<file path="config.mk">
export PLATFORM = sky130hd
export DESIGN_NAME = timed_task_dispatch_queue_core
export DESIGN_NICKNAME = d
export VERILOG_FILES = /design/src/hdl/ttdq_pkg.sv /design/src/hdl/timed_task_dispatch_queue_core.sv /design/src/hdl/ttdq_ram.sv /design/src/hdl/ttdq_ctrl.sv
export SDC_FILE = /design/constraint.sdc
export NUM_CORES = 2
export LEC_CHECK = 0
export BUFFER_PORTS_ARGS = -buffer_cell sky130_fd_sc_hd__buf_2
export CORE_UTILIZATION = 40
export CTS_CLUSTER_DIAMETER = 120
export DETAILED_ROUTE_END_ITERATION = 10
export GPL_TIMING_DRIVEN = 1
export SYNTH_ARGS = -nofsm -noshare
export SYNTH_HDL_FRONTEND = slang
export SYNTH_SLANG_ARGS = --single-unit
</file>
<file path="constraint.sdc">
create_clock -name clk -period 7.9 [get_ports clk]
set_input_delay 1.58 -clock clk [delete_from_list [all_inputs] [get_ports clk]]
set_output_delay 1.58 -clock clk [all_outputs]
set_load 0.01 [all_outputs]
</file>
<file path="src/hdl/ttdq_pkg.sv">
`default_nettype none
package ttdq_pkg;

  localparam int SLOTS       = 16;
  localparam int SLOT_W      = $clog2(SLOTS);
  localparam int TIME_W      = 32;
  localparam int LEN_W       = $clog2(SLOTS + 1);
  localparam int MAX_RESULTS = 16;
  localparam int CNT_W       = $clog2(MAX_RESULTS + 1);

  typedef enum logic [2:0] {
    MODE_TICK     = 3'd0,
    MODE_RUN      = 3'd1,
    MODE_ADD_PER  = 3'd2,
    MODE_ADD_ONE  = 3'd3,
    MODE_REMOVE   = 3'd4,
    MODE_SUSPEND  = 3'd5,
    MODE_RESUME   = 3'd6,
    MODE_CHANGE   = 3'd7
  } mode_t;

  typedef enum logic [2:0] {
    KIND_DONE     = 3'd0,
    KIND_ADDED    = 3'd1,
    KIND_FAIL     = 3'd2,
    KIND_DISPATCH = 3'd3,
    KIND_NONE     = 3'd4
  } kind_t;

  typedef enum logic [3:0] {
    ST_IDLE,
    ST_CMD,
    ST_IV,
    ST_RM_RD,
    ST_RM_EV,
    ST_INS_GO,
    ST_INS_RD,
    ST_INS_EV,
    ST_RUN_CHK,
    ST_RUN_EV,
    ST_RUN_PUSH,
    ST_RUN_NEXT,
    ST_RUN_END,
    ST_FIN
  } state_t;

  typedef enum logic [1:0] {
    RMC_DONE,
    RMC_INS,
    RMC_RUN
  } rmc_t;

  typedef struct packed {
    logic [SLOT_W-1:0] slot;
    logic [TIME_W-1:0] due;
  } qent_t;

  typedef struct packed {
    logic              valid;
    kind_t             kind;
    logic [SLOT_W-1:0] slot;
    logic              last;
  } push_t;

endpackage
`default_nettype wire

</file>
<file path="src/hdl/timed_task_dispatch_queue_core.sv">
`default_nettype none
// Timed task dispatch queue. Up to 16 task slots are kept, and the queued slots
// sit in a memory sorted by due time, ties in insertion order. A tick, a failed
// add or a command on an inactive slot goes from the command state straight to
// the result state. Commands that touch the queue walk it one entry at a time
// (the queue memory has one registered read port). Remove and suspend walk the
// queue once to unlink the slot, and an add walks it from the tail to insert
// the slot. Resume and change walk the queue twice, once to unlink the slot and
// once to insert it again. A run drops the head and reinserts a periodic slot
// for every dispatch, up to 16 dispatches per run. A new beat is taken only
// while the block is idle. Results leave through a one-beat output register,
// and the block holds its final result until that register has room, so a
// stalled receiver stops the next command once one result beat is waiting.
module timed_task_dispatch_queue_core (
  input  wire logic        clk,
  input  wire logic        rst_n,
  input  wire logic        in_valid,
  output logic             in_ready,
  input  wire logic [2:0]  in_mode,
  input  wire logic [3:0]  in_task_id,
  input  wire logic [31:0] in_time_value,
  input  wire logic        in_resume_now,
  output logic             out_valid,
  input  wire logic        out_ready,
  output logic [2:0]       out_kind,
  output logic [3:0]       out_slot_id,
  output logic             out_is_last
);

  ttdq_pkg::push_t push;
  logic            push_rdy;
  logic            out_valid_r;
  logic [2:0]      out_kind_r;
  logic [3:0]      out_slot_r;
  logic            out_last_r;

  // The output register may be refilled in the cycle its beat is taken.
  assign push_rdy = !out_valid_r || out_ready;

  ttdq_ctrl u_ctrl (
    .clk(clk), .rst_n(rst_n),
    .in_valid(in_valid), .in_ready(in_ready),
    .in_mode(in_mode), .in_task_id(in_task_id),
    .in_time_value(in_time_value), .in_resume_now(in_resume_now),
    .push(push), .push_rdy(push_rdy)
  );

  always_ff @(posedge clk) begin
    if (!rst_n) begin
      out_valid_r <= 1'b0;
    end else if (push.valid) begin
      out_valid_r <= 1'b1;
    end else if (out_ready) begin
      out_valid_r <= 1'b0;
    end
  end

  always_ff @(posedge clk) begin
    if (push.valid) begin
      out_kind_r <= push.kind;
      out_slot_r <= push.slot;
      out_last_r <= push.last;
    end
  end

  assign out_valid   = out_valid_r;
  assign out_kind    = out_kind_r;
  assign out_slot_id = out_slot_r;
  assign out_is_last = out_last_r;

endmodule
`default_nettype wire

</file>
<file path="src/hdl/ttdq_ram.sv">
`default_nettype none
module ttdq_ram #(
  parameter int WIDTH = 8,
  parameter int DEPTH = 16
) (
  input  wire logic                     clk,
  input  wire logic                     we,
  input  wire logic [$clog2(DEPTH)-1:0] waddr,
  input  wire logic [WIDTH-1:0]         wdata,
  input  wire logic                     re,
  input  wire logic [$clog2(DEPTH)-1:0] raddr,
  output logic      [WIDTH-1:0]         rdata
);

  logic [WIDTH-1:0] mem [DEPTH];
  logic [WIDTH-1:0] rdata_r;

  always_ff @(posedge clk) begin
    if (we) begin
      mem[waddr] <= wdata;
    end
  end

  // Read data holds until the next read enable.
  always_ff @(posedge clk) begin
    if (re) begin
      rdata_r <= mem[raddr];
    end
  end

  assign rdata = rdata_r;

endmodule
`default_nettype wire

</file>
<file path="src/hdl/ttdq_ctrl.sv">
`default_nettype none
module ttdq_ctrl (
  input  wire logic                         clk,
  input  wire logic                         rst_n,
  input  wire logic                         in_valid,
  output logic                              in_ready,
  input  wire logic [2:0]                   in_mode,
  input  wire logic [ttdq_pkg::SLOT_W-1:0]  in_task_id,
  input  wire logic [ttdq_pkg::TIME_W-1:0]  in_time_value,
  input  wire logic                         in_resume_now,
  output ttdq_pkg::push_t                   push,
  input  wire logic                         push_rdy
);

  localparam int QW = $bits(ttdq_pkg::qent_t);

  ttdq_pkg::state_t                 state_r, state_nxt;
  ttdq_pkg::mode_t                  op_r, op_nxt;
  logic [ttdq_pkg::SLOT_W-1:0]      id_r, id_nxt;
  logic [ttdq_pkg::TIME_W-1:0]      tv_r, tv_nxt;
  logic                             now_r, now_nxt;
  logic [ttdq_pkg::TIME_W-1:0]      time_r, time_nxt;
  logic [ttdq_pkg::LEN_W-1:0]       len_r, len_nxt;
  logic [ttdq_pkg::SLOTS-1:0]       active_r, active_nxt;
  logic [ttdq_pkg::SLOTS-1:0]       susp_r, susp_nxt;
  logic [ttdq_pkg::LEN_W-1:0]       idx_r, idx_nxt;
  logic                             found_r, found_nxt;
  logic [ttdq_pkg::SLOT_W-1:0]      key_r, key_nxt;
  ttdq_pkg::rmc_t                   rmc_r, rmc_nxt;
  logic                             ins_run_r, ins_run_nxt;
  logic [ttdq_pkg::SLOT_W-1:0]      new_slot_r, new_slot_nxt;
  logic [ttdq_pkg::TIME_W-1:0]      new_due_r, new_due_nxt;
  logic [ttdq_pkg::CNT_W-1:0]       cnt_r, cnt_nxt;
  logic                             pend_v_r, pend_v_nxt;
  logic [ttdq_pkg::SLOT_W-1:0]      pend_slot_r, pend_slot_nxt;
  ttdq_pkg::kind_t                  fin_kind_r, fin_kind_nxt;
  logic [ttdq_pkg::SLOT_W-1:0]      fin_slot_r, fin_slot_nxt;

  logic                             q_we, q_re;
  logic [ttdq_pkg::SLOT_W-1:0]      q_waddr, q_raddr;
  ttdq_pkg::qent_t                  q_wdata, q_rd;
  logic [QW-1:0]                    q_rdata;
  logic                             iv_we, iv_re;
  logic [ttdq_pkg::SLOT_W-1:0]      iv_waddr, iv_raddr;
  logic [ttdq_pkg::TIME_W-1:0]      iv_wdata, iv_rd;

  logic                             free_found;
  logic [ttdq_pkg::SLOT_W-1:0]      free_idx;
  logic                             id_valid;
  logic [ttdq_pkg::TIME_W-1:0]      clamp_tv;
  logic [ttdq_pkg::LEN_W-1:0]       idx_m1;
  ttdq_pkg::qent_t                  new_ent;

  assign q_rd     = ttdq_pkg::qent_t'(q_rdata);
  assign id_valid = active_r[id_r];
  assign clamp_tv = (tv_r == '0) ? ttdq_pkg::TIME_W'(1) : tv_r;
  assign idx_m1   = idx_r - 1'b1;
  assign new_ent  = '{slot: new_slot_r, due: new_due_r};

  ttdq_ram #(.WIDTH(QW), .DEPTH(ttdq_pkg::SLOTS)) u_qram (
    .clk(clk), .we(q_we), .waddr(q_waddr), .wdata(q_wdata),
    .re(q_re), .raddr(q_raddr), .rdata(q_rdata)
  );

  ttdq_ram #(.WIDTH(ttdq_pkg::TIME_W), .DEPTH(ttdq_pkg::SLOTS)) u_ivram (
    .clk(clk), .we(iv_we), .waddr(iv_waddr), .wdata(iv_wdata),
    .re(iv_re), .raddr(iv_raddr), .rdata(iv_rd)
  );

  // Lowest inactive slot.
  always_comb begin
    free_found = 1'b0;
    free_idx   = '0;
    for (int i = ttdq_pkg::SLOTS - 1; i >= 0; i--) begin
      if (!active_r[i]) begin
        free_found = 1'b1;
        free_idx   = ttdq_pkg::SLOT_W'(i);
      end
    end
  end

  // Next state and datapath updates.
  always_comb begin
    state_nxt     = state_r;
    op_nxt        = op_r;
    id_nxt        = id_r;
    tv_nxt        = tv_r;
    now_nxt       = now_r;
    time_nxt      = time_r;
    len_nxt       = len_r;
    active_nxt    = active_r;
    susp_nxt      = susp_r;
    idx_nxt       = idx_r;
    found_nxt     = found_r;
    key_nxt       = key_r;
    rmc_nxt       = rmc_r;
    ins_run_nxt   = ins_run_r;
    new_slot_nxt  = new_slot_r;
    new_due_nxt   = new_due_r;
    cnt_nxt       = cnt_r;
    pend_v_nxt    = pend_v_r;
    pend_slot_nxt = pend_slot_r;
    fin_kind_nxt  = fin_kind_r;
    fin_slot_nxt  = fin_slot_r;

    case (state_r)
      ttdq_pkg::ST_IDLE: begin
        if (in_valid) begin
          op_nxt    = ttdq_pkg::mode_t'(in_mode);
          id_nxt    = in_task_id;
          tv_nxt    = in_time_value;
          now_nxt   = in_resume_now;
          state_nxt = ttdq_pkg::ST_CMD;
        end
      end
      ttdq_pkg::ST_CMD: begin
        fin_kind_nxt = ttdq_pkg::KIND_DONE;
        fin_slot_nxt = '0;
        ins_run_nxt  = 1'b0;
        key_nxt      = id_r;
        found_nxt    = 1'b0;
        idx_nxt      = '0;
        state_nxt    = ttdq_pkg::ST_FIN;
        case (op_r)
          ttdq_pkg::MODE_TICK: begin
            time_nxt = time_r + 1'b1;
          end
          ttdq_pkg::MODE_RUN: begin
            cnt_nxt    = '0;
            pend_v_nxt = 1'b0;
            state_nxt  = ttdq_pkg::ST_RUN_CHK;
          end
          ttdq_pkg::MODE_ADD_PER, ttdq_pkg::MODE_ADD_ONE: begin
            if (!free_found) begin
              fin_kind_nxt = ttdq_pkg::KIND_FAIL;
            end else begin
              active_nxt[free_idx] = 1'b1;
              susp_nxt[free_idx]   = 1'b0;
              fin_kind_nxt         = ttdq_pkg::KIND_ADDED;
              fin_slot_nxt         = free_idx;
              new_slot_nxt         = free_idx;
              new_due_nxt          = time_r + tv_r;
              state_nxt            = ttdq_pkg::ST_INS_GO;
            end
          end
          ttdq_pkg::MODE_REMOVE: begin
            if (id_valid) begin
              active_nxt[id_r] = 1'b0;
              susp_nxt[id_r]   = 1'b0;
              rmc_nxt          = ttdq_pkg::RMC_DONE;
              state_nxt        = ttdq_pkg::ST_RM_RD;
            end
          end
          ttdq_pkg::MODE_SUSPEND: begin
            if (id_valid) begin
              susp_nxt[id_r] = 1'b1;
              rmc_nxt        = ttdq_pkg::RMC_DONE;
              state_nxt      = ttdq_pkg::ST_RM_RD;
            end
          end
          ttdq_pkg::MODE_RESUME: begin
            if (id_valid) begin
              state_nxt = ttdq_pkg::ST_IV;
            end
          end
          default: begin
            if (id_valid) begin
              new_due_nxt    = now_r ? time_r : time_r + clamp_tv;
              new_slot_nxt   = id_r;
              susp_nxt[id_r] = 1'b0;
              rmc_nxt        = ttdq_pkg::RMC_INS;
              state_nxt      = ttdq_pkg::ST_RM_RD;
            end
          end
        endcase
      end
      ttdq_pkg::ST_IV: begin
        new_due_nxt    = now_r ? time_r : time_r + iv_rd;
        new_slot_nxt   = id_r;
        susp_nxt[id_r] = 1'b0;
        rmc_nxt        = ttdq_pkg::RMC_INS;
        state_nxt      = ttdq_pkg::ST_RM_RD;
      end
      ttdq_pkg::ST_RM_RD: begin
        if (idx_r < len_r) begin
          state_nxt = ttdq_pkg::ST_RM_EV;
        end else begin
          if (found_r) begin
            len_nxt = len_r - 1'b1;
          end
          case (rmc_r)
            ttdq_pkg::RMC_INS: state_nxt = ttdq_pkg::ST_INS_GO;
            ttdq_pkg::RMC_RUN: state_nxt = ttdq_pkg::ST_RUN_NEXT;
            default:           state_nxt = ttdq_pkg::ST_FIN;
          endcase
        end
      end
      ttdq_pkg::ST_RM_EV: begin
        if (!found_r && q_rd.slot == key_r) begin
          found_nxt = 1'b1;
        end
        idx_nxt   = idx_r + 1'b1;
        state_nxt = ttdq_pkg::ST_RM_RD;
      end
      ttdq_pkg::ST_INS_GO: begin
        idx_nxt = len_r;
        if (len_r == ttdq_pkg::LEN_W'(ttdq_pkg::SLOTS)) begin
          state_nxt = ins_run_r ? ttdq_pkg::ST_RUN_CHK : ttdq_pkg::ST_FIN;
        end else begin
          state_nxt = ttdq_pkg::ST_INS_RD;
        end
      end
      ttdq_pkg::ST_INS_RD: begin
        if (idx_r == '0) begin
          len_nxt   = len_r + 1'b1;
          state_nxt = ins_run_r ? ttdq_pkg::ST_RUN_CHK : ttdq_pkg::ST_FIN;
        end else begin
          state_nxt = ttdq_pkg::ST_INS_EV;
        end
      end
      ttdq_pkg::ST_INS_EV: begin
        if (q_rd.due > new_due_r) begin
          idx_nxt   = idx_m1;
          state_nxt = ttdq_pkg::ST_INS_RD;
        end else begin
          len_nxt   = len_r + 1'b1;
          state_nxt = ins_run_r ? ttdq_pkg::ST_RUN_CHK : ttdq_pkg::ST_FIN;
        end
      end
      ttdq_pkg::ST_RUN_CHK: begin
        if (cnt_r < ttdq_pkg::CNT_W'(ttdq_pkg::MAX_RESULTS) && len_r != '0) begin
          state_nxt = ttdq_pkg::ST_RUN_EV;
        end else begin
          state_nxt = ttdq_pkg::ST_RUN_END;
        end
      end
      ttdq_pkg::ST_RUN_EV: begin
        if (q_rd.due <= time_r) begin
          new_slot_nxt = q_rd.slot;
          state_nxt    = ttdq_pkg::ST_RUN_PUSH;
        end else begin
          state_nxt = ttdq_pkg::ST_RUN_END;
        end
      end
      ttdq_pkg::ST_RUN_PUSH: begin
        if (!pend_v_r || push_rdy) begin
          pend_v_nxt    = 1'b1;
          pend_slot_nxt = new_slot_r;
          cnt_nxt       = cnt_r + 1'b1;
          found_nxt     = 1'b1;
          idx_nxt       = ttdq_pkg::LEN_W'(1);
          rmc_nxt       = ttdq_pkg::RMC_RUN;
          state_nxt     = ttdq_pkg::ST_RM_RD;
        end
      end
      ttdq_pkg::ST_RUN_NEXT: begin
        if (iv_rd != '0) begin
          new_due_nxt = time_r + iv_rd;
          ins_run_nxt = 1'b1;
          state_nxt   = ttdq_pkg::ST_INS_GO;
        end else begin
          active_nxt[new_slot_r] = 1'b0;
          state_nxt              = ttdq_pkg::ST_RUN_CHK;
        end
      end
      ttdq_pkg::ST_RUN_END: begin
        if (push_rdy) begin
          pend_v_nxt = 1'b0;
          state_nxt  = ttdq_pkg::ST_IDLE;
        end
      end
      ttdq_pkg::ST_FIN: begin
        if (push_rdy) begin
          state_nxt = ttdq_pkg::ST_IDLE;
        end
      end
      default: begin
        state_nxt = ttdq_pkg::ST_IDLE;
      end
    endcase
  end

  // Memory ports, handshake and result pushes.
  always_comb begin
    in_ready = (state_r == ttdq_pkg::ST_IDLE);
    q_we     = 1'b0;
    q_waddr  = '0;
    q_wdata  = new_ent;
    q_re     = 1'b0;
    q_raddr  = '0;
    iv_we    = 1'b0;
    iv_waddr = '0;
    iv_wdata = '0;
    iv_re    = 1'b0;
    iv_raddr = '0;
    push     = '{valid: 1'b0, kind: ttdq_pkg::KIND_DONE, slot: '0, last: 1'b0};

    case (state_r)
      ttdq_pkg::ST_CMD: begin
        case (op_r)
          ttdq_pkg::MODE_ADD_PER, ttdq_pkg::MODE_ADD_ONE: begin
            iv_we    = free_found;
            iv_waddr = free_idx;
            iv_wdata = (op_r == ttdq_pkg::MODE_ADD_PER) ? tv_r : '0;
          end
          ttdq_pkg::MODE_RESUME: begin
            iv_re    = id_valid;
            iv_raddr = id_r;
          end
          ttdq_pkg::MODE_CHANGE: begin
            iv_we    = id_valid;
            iv_waddr = id_r;
            iv_wdata = clamp_tv;
          end
          default: begin
          end
        endcase
      end
      ttdq_pkg::ST_RM_RD: begin
        q_re    = (idx_r < len_r);
        q_raddr = idx_r[ttdq_pkg::SLOT_W-1:0];
      end
      ttdq_pkg::ST_RM_EV: begin
        q_we    = found_r;
        q_waddr = idx_m1[ttdq_pkg::SLOT_W-1:0];
        q_wdata = q_rd;
      end
      ttdq_pkg::ST_INS_RD: begin
        if (idx_r == '0) begin
          q_we    = 1'b1;
          q_waddr = '0;
        end else begin
          q_re    = 1'b1;
          q_raddr = idx_m1[ttdq_pkg::SLOT_W-1:0];
        end
      end
      ttdq_pkg::ST_INS_EV: begin
        q_we    = 1'b1;
        q_waddr = idx_r[ttdq_pkg::SLOT_W-1:0];
        q_wdata = (q_rd.due > new_due_r) ? q_rd : new_ent;
      end
      ttdq_pkg::ST_RUN_CHK: begin
        q_re    = (cnt_r < ttdq_pkg::CNT_W'(ttdq_pkg::MAX_RESULTS)) && (len_r != '0);
        q_raddr = '0;
      end
      ttdq_pkg::ST_RUN_EV: begin
        iv_re    = (q_rd.due <= time_r);
        iv_raddr = q_rd.slot;
      end
      ttdq_pkg::ST_RUN_PUSH: begin
        push = '{valid: pend_v_r && push_rdy, kind: ttdq_pkg::KIND_DISPATCH,
                 slot: pend_slot_r, last: 1'b0};
      end
      ttdq_pkg::ST_RUN_END: begin
        if (pend_v_r) begin
          push = '{valid: push_rdy, kind: ttdq_pkg::KIND_DISPATCH,
                   slot: pend_slot_r, last: 1'b1};
        end else begin
          push = '{valid: push_rdy, kind: ttdq_pkg::KIND_NONE, slot: '0, last: 1'b1};
        end
      end
      ttdq_pkg::ST_FIN: begin
        push = '{valid: push_rdy, kind: fin_kind_r, slot: fin_slot_r, last: 1'b1};
      end
      default: begin
      end
    endcase
  end

  always_ff @(posedge clk) begin
    if (!rst_n) begin
      state_r  <= ttdq_pkg::ST_IDLE;
      time_r   <= '0;
      len_r    <= '0;
      active_r <= '0;
      susp_r   <= '0;
      pend_v_r <= 1'b0;
    end else begin
      state_r  <= state_nxt;
      time_r   <= time_nxt;
      len_r    <= len_nxt;
      active_r <= active_nxt;
      susp_r   <= susp_nxt;
      pend_v_r <= pend_v_nxt;
    end
  end

  always_ff @(posedge clk) begin
    op_r        <= op_nxt;
    id_r        <= id_nxt;
    tv_r        <= tv_nxt;
    now_r       <= now_nxt;
    idx_r       <= idx_nxt;
    found_r     <= found_nxt;
    key_r       <= key_nxt;
    rmc_r       <= rmc_nxt;
    ins_run_r   <= ins_run_nxt;
    new_slot_r  <= new_slot_nxt;
    new_due_r   <= new_due_nxt;
    cnt_r       <= cnt_nxt;
    pend_slot_r <= pend_slot_nxt;
    fin_kind_r  <= fin_kind_nxt;
    fin_slot_r  <= fin_slot_nxt;
  end

  a_len_bound: assert property (@(posedge clk) disable iff (!rst_n)
    len_r <= ttdq_pkg::LEN_W'(ttdq_pkg::SLOTS))
    else $error("queue length above slot count");

  a_susp_active: assert property (@(posedge clk) disable iff (!rst_n)
    (susp_r & ~active_r) == '0)
    else $error("suspended slot is not active");

  a_idle_no_pend: assert property (@(posedge clk) disable iff (!rst_n)
    state_r == ttdq_pkg::ST_IDLE |-> !pend_v_r)
    else $error("dispatch left pending at idle");

  a_push_room: assert property (@(posedge clk) disable iff (!rst_n)
    push.valid |-> push_rdy)
    else $error("result pushed into a full output register");

endmodule
`default_nettype wire
</file>
==> metrics.md <==
| Metric | Value |
|---|---|
| Core box area | 154000 µm² |
| CP required | 8.37 ns |
| Final setup margin | 2.89 ns |
| Vias after detailed routing | 42600 |
| Crit end category | flop |
| Cell area after synthesis | 62100 µm² |
| Global route overflow | 0 |
| Count of cell types in the netlist | 82 |
| Power Dens Cells | 285 nW/µm² |
| Clock skew | 0.0299 ns |
| Initial Util | 40.3% |
| Drt pass-1 iters | 6 |
| Worst slack, placed | 3.03 ns |
| FMAX | 200 MHz |
| Pin count of the biggest net entering global routing | 182 |
| Most common cell on crit path | nor3_1 |
| Antenna violations before repair | 7 |
| Clk buf depth | 3 |
| Lkg Pwr | 23.7 nW |
| Top FF cell, synth | edfxtp_1 |
| Slew @ Worst Pin | 1.37 ns |
| Vias/cell | 5.76 |
| Max-Slew Margin vs Limit | 8.90% |
| Final WL | 166000 µm |
| Post-synthesis instance total | 5301 |
| Total CTS buffers | 140 |
| Yosys warns | 0 |
| Max-slew violation count | 0 |
| CTS resizes | 0 |
| Synth Area in XOR/XNOR | 1.68% |
| H-tree levels | 4 |
| Post-synth EDFFs | 1268 |
| DP Area | 64600 µm² |
| First-pass GRT wire length | 250000 µm |
| Hpwl dp | 95100 µm |
| Tot Pwr | 19.7 mW |
| Final setup fails | 0 |
| Hold_buf cts | 0 |
| Clk_lat worst skew | 0.77 ns |
| Compound-cell area share of the yosys netlist | 13.9% |
| Post-synthesis mux area share | 0.393% |
| Routability Congestion | 0.891 |
| CTS clk-pin slew, worst paths | 0.06 ns |
| Final nets | 5446 |
| CP startpoint kind | flop |
| Die H | 396 µm |
| Die width | 396 µm |
| Post-synthesis simple-gate area fraction | 14.2% |
| Synth Area in Adders | 3.52% |
| Crit path kind | flop to flop |
| RSZ-0062 raised after global routing | no |
| Sequential area share after synthesis | 63.3% |
| Post-route setup TNS | 0 ns |
| CTS tree | yes |
| Cell area after layout | 69100 µm² |
| Hold WC Path Type | flop to flop |
| Largest family of logic cells by synthesized area | simple AND/OR/NAND/NOR gates |
| Buffers on Ports | 53 |
| N_diodes | 0 |
| Final period utilization | 63.4% |
| # Max-Cap Violations | 0 |
| Drt wl/cell | 22.5 µm |
| Tmin final | 5.01 ns |
| Yosys reg bits | 1327 |
| Run status | complete, no violations |
| Area grow syn2layout | 11.3% |
| Routed Antenna Nets | 0 |
| Worst path arrival time | 5.48 ns |
| CP max stage delay | 0.61 ns |
| Syn Area/Cell | 11.7 µm² |
| FP Rows | 144 |
| IR drop worst, VDD | 0.000200 V |
| CP Max Fanout | 181 |
| Die ar. | 157000 µm² |
| 1st-iter DRT viols | 4148 |
| Asr flop ratio synth | 0% |
| DRC errors left | 0 |
| Critical-path cell list | inv_1 > ha_1 > nand2b_1 > nor3_1 > nor3_1 > a21boi_4 > buf_12 > nand2_1 > and3_1 > a311oi_1 > a31oi_1 > a21oi_1 |
| Syn_nets | 5517 |
| CTS Root Cell | clkbuf_16 |
| Post-CTS setup repair buffer count | 0 |
| Share of layout cells above drive strength 1 | 7.90% |
| Slowest cell on crit path | a21oi_1 |
| Sink Count | 1327 |
| Top-Level Pins | 54 |
| GRT Resource Usage Total | 20.8% |
| Final hold viol count | 0 |
| Number of global-route vias before repair | 40400 |
## sequential cells by signal (all words and copies together) (netlist names), 5 cells and up
| register | cells |
|---|---|
| u_ctrl.active_r | 16 |
| u_ctrl.time_r | 32 |
| u_ctrl.cnt_r | 5 |
| u_ctrl.u_ivram.rdata | 32 |
| u_ctrl.new_due_r | 32 |
| u_ctrl.u_qram.rdata | 36 |
| u_ctrl.u_qram.mem | 576 |
| u_ctrl.u_ivram.mem | 512 |
| u_ctrl.tv_r | 32 |
| u_ctrl.idx_r | 5 |
| u_ctrl.len_r | 5 |
## cell usage after synthesis, types with 9 or more instances
| master | n | share of area, % |
|---|---|---|
| xor2_1 | 39 | 0.55 |
| buf_2 | 58 | 0.47 |
| a211oi_1 | 211 | 2.6 |
| inv_1 | 106 | 0.64 |
| o21a_1 | 24 | 0.29 |
| buf_1 | 16 | 0.097 |
| a21o_1 | 72 | 0.87 |
| and3_1 | 87 | 0.88 |
| a22o_1 | 9 | 0.13 |
| o211ai_1 | 23 | 0.28 |
| nor3_1 | 48 | 0.39 |
| clkbuf_1 | 283 | 1.7 |
| edfxtp_1 | 1268 | 61 |
| nand2_1 | 1030 | 6.2 |
| nor2_1 | 210 | 1.3 |
| a311oi_1 | 173 | 2.4 |
| buf_4 | 9 | 0.11 |
| a211o_1 | 9 | 0.13 |
| xnor2_1 | 80 | 1.1 |
| a221o_1 | 14 | 0.23 |
| or3_1 | 22 | 0.22 |
| nand4_1 | 45 | 0.45 |
| ha_1 | 168 | 3.4 |
| o22ai_1 | 41 | 0.41 |
| a21oi_1 | 246 | 2.0 |
| dfxtp_1 | 59 | 1.9 |
| nor2b_1 | 35 | 0.35 |
| o221ai_1 | 9 | 0.13 |
| o21bai_1 | 12 | 0.15 |
| nand2b_1 | 34 | 0.34 |
| and2_1 | 173 | 1.7 |
| nor4_1 | 32 | 0.32 |
| o21ai_0 | 137 | 1.1 |
| mux2i_1 | 12 | 0.19 |
| a221oi_1 | 42 | 0.59 |
| nand3_1 | 186 | 1.5 |
| a22oi_1 | 28 | 0.34 |
| a31oi_1 | 133 | 1.3 |
## cell type report
type,count,area (µm²)
clock buffers,180,3780
clock inverters,72,652
fillers,14000,85000
inverters,109,409
multi-input cells,3499,21200
flip-flops and latches,1327,39300
well taps,2044,2560
repair buffers,153,1140
## power by group
group | leakage (nW) | internal, mW | switching [mW]
logic | 9.75 | 1.21 | 2.88
registers | 11.8 | 8.87 | 0.319
clock network | 2.15 | 3.71 | 2.70
## logic make-up (layout without fill, tap and decap cells)
kind of cell               Yosys count  after routing
xor gates and xnor gates           119            119
AOI/OAI and AO/OA                 1249           1249
and+or+nand+nor                   1941           1941
muxes                               18             18
buffers and inverters              475            514
adders and majority gates          172            172
DFF                               1327           1327
## through the flow
step / hold WS, ns / util [%] / cells
global route: 0.531 / 44.8 / 7384
global placement: 0.486 / 41.9 / 7131
CTS: 0.506 / 44.8 / 7383
detailed placement: 0.491 / 41.9 / 7131
floorplan: 0.424 / - / 5301
finish: 0.502 / 44.8 / 7384
## final timing paths
kind,from,endpoint,slack (ns),cells after the start
worst max register to register,u_ctrl.idx_r[0],u_ctrl.u_qram.rdata[25],2.89,12
worst min-delay path,u_ctrl.len_r[2],u_ctrl.len_r[2],0.50,2
worst min register to register,u_ctrl.len_r[2],u_ctrl.len_r[2],0.50,2
worst max-delay path,u_ctrl.idx_r[0],u_ctrl.u_qram.rdata[25],2.89,12
## layout by cell type (no fill, tap or decap), drive strengths merged, types with 23 or more instances in the layout
cell	n
xnor2	80
ha	168
o21ai	145
o211ai	23
a31oi	133
and3	87
clkinv	55
nand2b	34
a211oi	211
nor3	50
a21o	72
a221oi	42
edfxtp	1268
nor2	210
nand4	46
o22ai	41
inv	110
dfxtp	59
nor2b	35
clkbuf	181
buf	152
and2	174
nand3	187
a311oi	173
a22oi	28
o21a	24
nor4	32
nand2	1030
a21oi	246
xor2	39
## critical path, delay by kind of cell, from the launching register on
| family | cells | cell delay (ns) |
|---|---|---|
| AND/OR/NAND/NOR | 5 | 1.41 |
| AO/OA/AOI/OAI | 4 | 1.29 |
| buffers and inverters | 2 | 0.76 |
| flip-flops | 1 | 0.56 |
| adder cells (fa/ha/maj) | 1 | 0.39 |
## metal layers
metal  up-vias  wire length, µm  track usage, %
met1     21100            74200            28.9
met3       276             8950            2.40
met4         0             4780            6.72
met2      1350            78400            33.9
met5         -                0               0
li1      19900                -               -
(Power assumes the default switching activity.)
